`config.mk`:
```
export PLATFORM = sky130hd
export DESIGN_NAME = frm_rot_agen
export DESIGN_NICKNAME = d
export VERILOG_FILES = /design/src/rtl/frm_rot_pkg.sv /design/src/rtl/frm_rot_agen.sv
export SDC_FILE = /design/constraint.sdc
export NUM_CORES = 1
export LEC_CHECK = 0
export BUFFER_PORTS_ARGS = -buffer_cell sky130_fd_sc_hd__buf_4
export CAP_MARGIN = 20
export CORE_ASPECT_RATIO = 0.75
export CORE_MARGIN = 3
export CORE_UTILIZATION = 35
export DETAILED_ROUTE_END_ITERATION = 12
export SYNTH_ARGS = -nofsm -noshare
export SYNTH_HDL_FRONTEND = slang
export SYNTH_SLANG_ARGS = --single-unit
```
`constraint.sdc`:
```
create_clock -name clock -period 11.2 [get_ports clock]
set_input_delay 0 -clock clock [delete_from_list [all_inputs] [get_ports clock]]
set_output_delay 0 -clock clock [all_outputs]
set_load 0.005 [all_outputs]
```
`src/rtl/frm_rot_pkg.sv`:
```
// ---------------------------------------------------------------------------
// frm_rot_pkg
// Shared types and constants of the quarter-turn frame rotator.
// ---------------------------------------------------------------------------
package frm_rot_pkg;

   // frame geometry limits
   localparam int MAX_WIDTH  = 256;
   localparam int MAX_HEIGHT = 256;
   localparam int DIM_W      = 9;    // width of the frame_width/frame_height registers
   localparam int IDX_W      = 8;    // row and column counters
   localparam int ADDR_W     = 16;   // frame store address
   localparam int PIX_W      = 32;
   localparam int CSR_IDX_W  = 2;
   localparam int CSR_DATA_W = 9;
   localparam int PROD_W     = IDX_W + DIM_W;

   localparam logic [DIM_W-1:0] MAX_WIDTH_VAL  = DIM_W'(MAX_WIDTH);
   localparam logic [DIM_W-1:0] MAX_HEIGHT_VAL = DIM_W'(MAX_HEIGHT);

   // rotation codes
   typedef enum logic [1:0] {
      ROT_NONE = 2'd0,
      ROT_90   = 2'd1,
      ROT_180  = 2'd2,
      ROT_270  = 2'd3
   } rot_type;

   // register indexes
   localparam logic [CSR_IDX_W-1:0] CSR_ROTATION = 2'd0;
   localparam logic [CSR_IDX_W-1:0] CSR_WIDTH    = 2'd1;
   localparam logic [CSR_IDX_W-1:0] CSR_HEIGHT   = 2'd2;

   // action codes
   localparam logic ACT_WRITE = 1'b0;
   localparam logic ACT_FETCH = 1'b1;

   // configuration as seen by the address generator (dimensions already clamped)
   typedef struct packed {
      rot_type            mode;
      logic [DIM_W-1:0]   width;
      logic [DIM_W-1:0]   height;
   } cfg_type;

   // read request from the address generator to the store
   typedef struct packed {
      logic               s1_busy;
      logic               valid;
      logic [ADDR_W-1:0]  addr;
      logic               last;
   } rd_req_type;

endpackage

```
`src/rtl/frm_rot_agen.sv`:
```
// ---------------------------------------------------------------------------
// frm_rot_agen
// Address generator: load counter, output row/column counters and the
// two-stage rotated address computation (operand select, multiply-add).
// ---------------------------------------------------------------------------
module frm_rot_agen (
   input  logic                            clock,
   input  logic                            reset,
   input  frm_rot_pkg::cfg_type            cfg,
   input  logic                            wr_go,
   input  logic                            fetch_go,
   output logic [frm_rot_pkg::ADDR_W-1:0]  wr_addr,
   output frm_rot_pkg::rd_req_type         rd_req
);
   import frm_rot_pkg::*;

   logic [ADDR_W-1:0]   load_ff, load_in, load_cur;
   logic [2*DIM_W-1:0]  frame_size;
   logic [2*DIM_W-1:0]  load_nxt;
   logic [IDX_W-1:0]    row_ff, row_in, col_ff, col_in;
   logic [IDX_W-1:0]    row_cur, col_cur;
   logic                pos_restart;
   logic [DIM_W-1:0]    row_nxt, col_nxt;
   logic [DIM_W-1:0]    w_m1, h_m1;
   logic [IDX_W-1:0]    col_rev, row_rev;
   logic [IDX_W-1:0]    op_a;
   logic [DIM_W-1:0]    op_b;
   logic [IDX_W-1:0]    op_d;
   logic                pos_last;

   logic                s1_v_ff, s1_v_in;
   logic [IDX_W-1:0]    mul_a_ff;
   logic [DIM_W-1:0]    mul_b_ff;
   logic [IDX_W-1:0]    add_d_ff;
   logic                s1_last_ff;

   logic [PROD_W-1:0]   prod;
   logic [PROD_W:0]     addr_sum;
   logic                rd_v_ff, rd_v_in;
   logic [ADDR_W-1:0]   rd_addr_ff;
   logic                rd_last_ff;

   // load counter with wrap at width*height
   assign frame_size = cfg.width * cfg.height;
   assign load_cur   = ({2'b00, load_ff} >= frame_size) ? '0 : load_ff;
   assign load_nxt   = {2'b00, load_cur} + (2*DIM_W)'(1);
   assign load_in    = !wr_go ? load_ff :
                       (load_nxt >= frame_size) ? '0 : load_nxt[ADDR_W-1:0];
   assign wr_addr    = load_cur;

   // output position, restarted when outside the current geometry
   assign pos_restart = ({1'b0, row_ff} >= cfg.height) || ({1'b0, col_ff} >= cfg.width);
   assign row_cur     = pos_restart ? '0 : row_ff;
   assign col_cur     = pos_restart ? '0 : col_ff;
   assign row_nxt     = {1'b0, row_cur} + DIM_W'(1);
   assign col_nxt     = {1'b0, col_cur} + DIM_W'(1);

   always_comb begin
      row_in = row_ff;
      col_in = col_ff;
      if (fetch_go) begin
         if (col_nxt >= cfg.width) begin
            col_in = '0;
            row_in = (row_nxt >= cfg.height) ? '0 : row_nxt[IDX_W-1:0];
         end else begin
            row_in = row_cur;
            col_in = col_nxt[IDX_W-1:0];
         end
      end
   end

   // mirrored coordinates
   assign w_m1     = cfg.width - DIM_W'(1);
   assign h_m1     = cfg.height - DIM_W'(1);
   assign col_rev  = w_m1[IDX_W-1:0] - col_cur;
   assign row_rev  = h_m1[IDX_W-1:0] - row_cur;
   assign pos_last = (row_cur == h_m1[IDX_W-1:0]) && (col_cur == w_m1[IDX_W-1:0]);

   // source address = op_a * op_b + op_d
   always_comb begin
      unique case (cfg.mode)
         ROT_90: begin
            op_a = col_rev;
            op_b = cfg.height;
            op_d = row_cur;
         end
         ROT_180: begin
            op_a = row_rev;
            op_b = cfg.width;
            op_d = col_rev;
         end
         ROT_270: begin
            op_a = col_cur;
            op_b = cfg.height;
            op_d = row_rev;
         end
         default: begin
            op_a = row_cur;
            op_b = cfg.width;
            op_d = col_cur;
         end
      endcase
   end

   // stage 2: multiply-add into the read address
   assign prod     = mul_a_ff * mul_b_ff;
   assign addr_sum = {1'b0, prod} + {{(PROD_W+1-IDX_W){1'b0}}, add_d_ff};

   assign s1_v_in = fetch_go;
   assign rd_v_in = s1_v_ff;

   // control state
   always_ff @(posedge clock) begin
      if (reset) begin
         load_ff <= '0;
         row_ff  <= '0;
         col_ff  <= '0;
         s1_v_ff <= 1'b0;
         rd_v_ff <= 1'b0;
      end else begin
         load_ff <= load_in;
         row_ff  <= row_in;
         col_ff  <= col_in;
         s1_v_ff <= s1_v_in;
         rd_v_ff <= rd_v_in;
      end
   end

   // operand and address payload
   always_ff @(posedge clock) begin
      if (fetch_go) begin
         mul_a_ff   <= op_a;
         mul_b_ff   <= op_b;
         add_d_ff   <= op_d;
         s1_last_ff <= pos_last;
      end
      if (s1_v_ff) begin
         rd_addr_ff <= addr_sum[ADDR_W-1:0];
         rd_last_ff <= s1_last_ff;
      end
   end

   assign rd_req.s1_busy = s1_v_ff;
   assign rd_req.valid   = rd_v_ff;
   assign rd_req.addr    = rd_addr_ff;
   assign rd_req.last    = rd_last_ff;
endmodule

```
Yosys cells after proc, flatten, opt, wreduce, memory -nomap -nowiden
Cells that the tools add are included.
W data, S select, Z words.
- reductions and logical operators: 3
- add/sub/neg operators: 8
- eq/ne operators: 5
- multiply operators: 2
- $lt $le $gt $ge: 6
- mux-type cells: 10
- operator list (cell ; number):
    $pmux W8 S3 ; 2
    $mux W8 ; 5
    $mux W16 ; 2
    $add A8 B1 Y9 const B ; 2
    $ge A16 B18 Y1 ; 1
    $ge A17 B18 Y1 ; 1
    $ge A8 B9 Y1 ; 2
    $ge A9 B9 Y1 ; 2
    $mul A9 B9 Y18 ; 1
    $add A16 B1 Y17 const B ; 1
    $add A16 B8 Y16 ; 1
    $eq A8 B8 Y1 ; 2
    $mul A8 B9 Y16 ; 1
    $sub A8 B1 Y8 const B ; 2
    $sub A8 B8 Y8 ; 2
    $mux W9 ; 1
    $eq A2 B2 Y1 const B ; 2
    $eq A2 B1 Y1 const B ; 1
    $reduce_or A2 Y1 ; 1
    $logic_and A1 B1 Y1 ; 1
    $logic_or A1 B1 Y1 ; 1
- bits in registers: 77
- input bits: 24
- word-level logic and storage cells: 45

Depth between registers and ports, before layout
- word-level depth: 7
- gate-level depth with buffers: 44

Worst setup path after synthesis
OpenSTA, ideal clock, no wires.
- path type: input-to-reg
- from: input port cfg[14] (netlist name)
- to: register load_ff[2]
- required time: 11.127 ns
- arrival time: 8.683 ns
- setup time: 0.073 ns
- slack: 2.443 ns
- stages on the path: 42
- path through: clkbuf_1 -> clkinv_1 -> nor2_1 -> fa_1 -> fa_1 -> fa_1 -> inv_1 -> fa_1 -> inv_1 -> ha_1 -> a21oi_1 -> nand2_1 -> o21ai_2 -> o21bai_1 -> a21oi_1 -> xor2_1 -> ha_1 -> or3_1 -> [6 not listed] -> buf_6 -> buf_4 -> nor2_1 -> ha_1 -> nand2_1 -> nor4_1 -> and3_1 -> nand2_1 -> a21oi_1 -> ha_1 -> nand2_1 -> a21oi_1 -> a2111oi_0 -> a31oi_1 -> o211ai_2 -> buf_4 -> nand4_1 -> o211ai_2
- cells in the longest elaborated chain, start to end: 6
- RTL lines (element ; line ; text):
    from (decl) ; frm_rot_agen.sv:9 ; input frm_rot_pkg::cfg_type cfg,
    $mul A9 B9 Y18 (*) ; frm_rot_agen.sv:44 ; assign frame_size = cfg.width * cfg.height;
    $ge A16 B18 Y1 (*) ; frm_rot_agen.sv:45 ; assign load_cur = ({2'b00, load_ff} >= frame_size) ? '0 : load_ff;
    $mux W16 (*) ; frm_rot_agen.sv:45 ;
    net wr_addr, one bit ; frm_rot_agen.sv:12 ; output logic [frm_rot_pkg::ADDR_W-1:0] wr_addr,
    $add A16 B1 Y17 (*) ; frm_rot_agen.sv:46 ; assign load_nxt = {2'b00, load_cur} + (2*DIM_W)'(1);
    $ge A17 B18 Y1 ; frm_rot_agen.sv:48 ; (load_nxt >= frame_size) ? '0 : load_nxt[ADDR_W-1:0];
    $mux W16 (*) ; frm_rot_agen.sv:48 ;
    to (signal assigned) ; frm_rot_agen.sv:121 ; load_ff <= load_in;
    to (decl) ; frm_rot_agen.sv:17 ; logic [ADDR_W-1:0] load_ff, load_in, load_cur;
The timed path passes the listed nets; every way through them passes the cells marked *.
A chain may end at the register's enable or synchronous reset.

Worst setup path after layout
- from: input port cfg[4] (netlist name)
- to: register load_ff[4]
- cells in the longest elaborated chain, start to end: 6
- RTL lines (element ; line):
    $mul A9 B9 Y18 (*) ; frm_rot_agen.sv:44
    $ge A16 B18 Y1 ; frm_rot_agen.sv:45
    $mux W16 ; frm_rot_agen.sv:45
    $add A16 B1 Y17 ; frm_rot_agen.sv:46
    $ge A17 B18 Y1 ; frm_rot_agen.sv:48
    $mux W16 (*) ; frm_rot_agen.sv:48
Mark *: on every way between the ends. The rest lies on a longest branch, timed or not.

==> impl_metrics.tcl <==
set metrics [dict create \
    firstDrtPassIters 5 \
    hold_viol_final 0 \
    endpoint_kind "register" \
    io_buffers 58 \
    finalNetCount 1625 \
    drc 0 \
    vias 9081 \
    antenna_cells 0 \
    synth_cell_types 77 \
    place_hpwl_microns 24060 \
    area_growth_pct 9.174 \
    grt_pass1_vias 8921 \
    initial_core_util 0.3590 \
    numCtsBuffers 9 \
    ir_drop_mv 0.09353 \
    synthCells 1306 \
    drt-initial-drc-count 749 \
    grt_pass1_wl_microns 48740 \
    layout_common_cells "inv_1 (196), ha_1 (158), nand2_1 (134)" \
    p_per_area_nw_per_um2 168.4 \
    syn_nets 1589 \
    wl_per_cell_microns 16.72 \
    ys_warn_count 0 \
    synth_seq_cells 77 \
    timing.final.crit_share 0.8684 \
    path_class "in2reg" \
    rsz0062_at_grt "false" \
    via_per_inst 5.180 \
    antenna_found_initial 0 \
    place_congestion 0.9158 \
    fin_crit_ns 9.727 \
    h-tree-depth 3 \
    root_buffer "clkbuf_16" \
    die-area_sq_um 34560 \
    std_cell_rows 56 \
    power.total_mw 2.082 \
    dp_slack_ns 1.221 \
    power.leakage_nw 5.823 \
    status "complete, no violations" \
    slew_headroom 0.3891 \
    max_freq_mhz 102.8 \
    cts_tree "built" \
    grt_max_degree 43 \
    cp_slowest_stage_delay_ns 0.69 \
    crit_family "adder cells" \
    ant_nets 0 \
    crit_arrival_ns 10.00 \
    final_common_cell "inv_1" \
    die_y_microns 161.7 \
    worst_pin_slew_ns 0.9151 \
    drive_gt1_frac 0.08686 \
    hp-class "in2reg" \
    path_buf_inv 5 \
    core_sq_um 31530 \
    crit_required_ns 11.47 \
    clk_pin_slew_ns 0.07 \
    fin_skew_ns 0.01053 \
    clock_latency_ns 0.35 \
    cp_slowest_cell "o211ai_2" \
    avgSynthCellArea_sq_um 8.667 \
    cp-start-kind "input port" \
    fp.dieW_microns 213.7 \
    gr-usage-all-layers 0.1769 \
    postLayoutSetupSlackWorst_ns 1.473 \
    clock_path_buffers 2 \
    grt-ovfl-total 0 \
    num_io_pins 59 \
    synth-main-ff-cell "edfxtp_1" \
    fin_setup_tns_ns 0 \
    postSynth.asyncResetShare 0 \
    wl_microns 29310 \
    synth.cell_area_sq_um 11320 \
    report.final.slew_viol_count 0 \
    ys_seq_area_frac 0.1742 \
    synth_edf_count 43 \
    cts_resized 0 \
    setup_viol_count_final 0 \
    drv_cap 0 \
    fillers 3250 \
    critPathMostFrequentCell "a21oi_1" \
    cts.sinks 77 \
    worstPathMaxFanout 18 \
]
## worst paths after layout
kind | start | slack (ns) | to | cells after the start
hold / removal | cfg[1] | 0.12 | mul_b_ff[1]$_DFFE_PP_ | 3
setup / recovery | cfg[4] | 1.47 | load_ff[4]$_SDFFE_PP0P_ | 39
hold reg to reg | s1_last_ff$_DFFE_PP_ | 0.43 | rd_last_ff$_DFFE_PP_ | 0
setup reg to reg | load_ff[2]$_SDFFE_PP0P_ | 4.99 | load_ff[4]$_SDFFE_PP0P_ | 23
## cell families after synthesis
logic type      Yosys count  synth area share
mux                      15           0.01813
flops                    77            0.1742
xor+xnor                 63           0.05040
fa+ha+maj               259            0.3533
buf+inv                 247           0.09108
simple gates            419            0.1766
compound gates          226            0.1363
## per-stage QoR
stage          area [sq um]    util  hold WS (ns)  cells
2_1_floorplan         11320       -        0.1060   1306
3_3_place_gp          12040  0.3818        0.2806   1735
4_1_cts               12360  0.3919       0.09393   1753
3_5_place_dp          12040  0.3818        0.2869   1735
6_report              12360  0.3919        0.1202   1753
5_1_grt               12360  0.3919        0.1169   1753
## cell type report
class / count / area, sq um / area share
timing repair buffer: 63 / 478.0 / 0.03868
multi-input combinational: 982 / 8317 / 0.6730
clock buffer: 9 / 225.2 / 0.01822
tap: 406 / 508.0 / 0.04111
clock inverter: 7 / 73.82 / 0.005973
sequential: 77 / 1972 / 0.1596
inverter: 209 / 784.5 / 0.06348
## routing by layer
layer / part of all wire / vias up / track usage
met4: 0.012 / 0 / 0.03392
met2: 0.39 / 233 / 0.2407
met5: 0 / - / 0
met3: 0.059 / 20 / 0.03128
li1: - / 4453 / -
met1: 0.54 / 4375 / 0.2879
## synthesized netlist by cell type, drive strengths merged, types with 5 or more instances
master | instances | area, sq um
edfxtp | 43 | 1291
nand3 | 33 | 165.2
o2111ai | 5 | 43.79
a21oi | 65 | 340.3
ha | 158 | 1977
buf | 13 | 113.9
nand2b | 22 | 137.6
nand2 | 135 | 514.2
nor4 | 6 | 65.06
o31ai | 5 | 37.54
o211ai | 5 | 47.54
nor2 | 121 | 456.7
o21a | 7 | 52.55
a211oi | 11 | 92.58
and3 | 6 | 37.54
o21ai | 41 | 212.7
nor2b | 17 | 106.4
o22ai | 15 | 150.2
xnor2 | 43 | 395.4
and2 | 42 | 265.3
a31oi | 17 | 112.6
fa | 101 | 2022
mux2i | 7 | 70.07
o21bai | 5 | 37.54
inv | 199 | 747.0
nor3 | 14 | 75.07
dfxtp | 34 | 680.7
a41oi | 7 | 61.31
clkinv | 10 | 37.54
a22o | 7 | 61.31
nand4 | 12 | 90.09
xor2 | 20 | 175.2
clkbuf | 24 | 100.1
a21o | 20 | 150.1
## sequential cells by signal, indices dropped and copies added (netlist names)
name        count
load_ff        16
rd_addr_ff     16
mul_b_ff        9
add_d_ff        8
col_ff          8
mul_a_ff        8
row_ff          8
rd_last_ff      1
rd_v_ff         1
rd_v_in         1
s1_last_ff      1
## worst reg2reg max path, cell delays in order (launching register included)
cell and delay, ns:
dfxtp_1 0.46, ha_1 0.29, a21o_1 0.18, a31oi_1 0.18
o21ai_0 0.15, a211oi_1 0.22, nor4bb_1 0.10, buf_4 0.19
and2_1 0.18, nor2_1 0.20, ha_1 0.29, nand2_1 0.13
nor4_1 0.67, and3_1 0.35, nand2_1 0.09, a21oi_1 0.19
ha_1 0.27, nand2_1 0.08, a21oi_1 0.04, a2111oi_0 0.38
a31oi_1 0.16, o211ai_2 0.69, nand4_4 0.37, o22ai_1 0.26
## where the power goes
group	total, mW	switching (mW)	internal (mW)	leakage [nW]
clock network	0.304	0.131	0.174	0.146
registers	0.402	0.0261	0.376	0.695
logic	1.37	0.783	0.591	4.98
total	2.08	0.940	1.14	5.82
## repair_timing
item | in CTS | in global routing
hold buffers | 2 | 0
endpoints found under the hold margin | 11 | 0
setup endpoints to repair | 0 | 0
setup buffers | 0 | 0
Note: power is estimated with default switching activity, not from simulation.
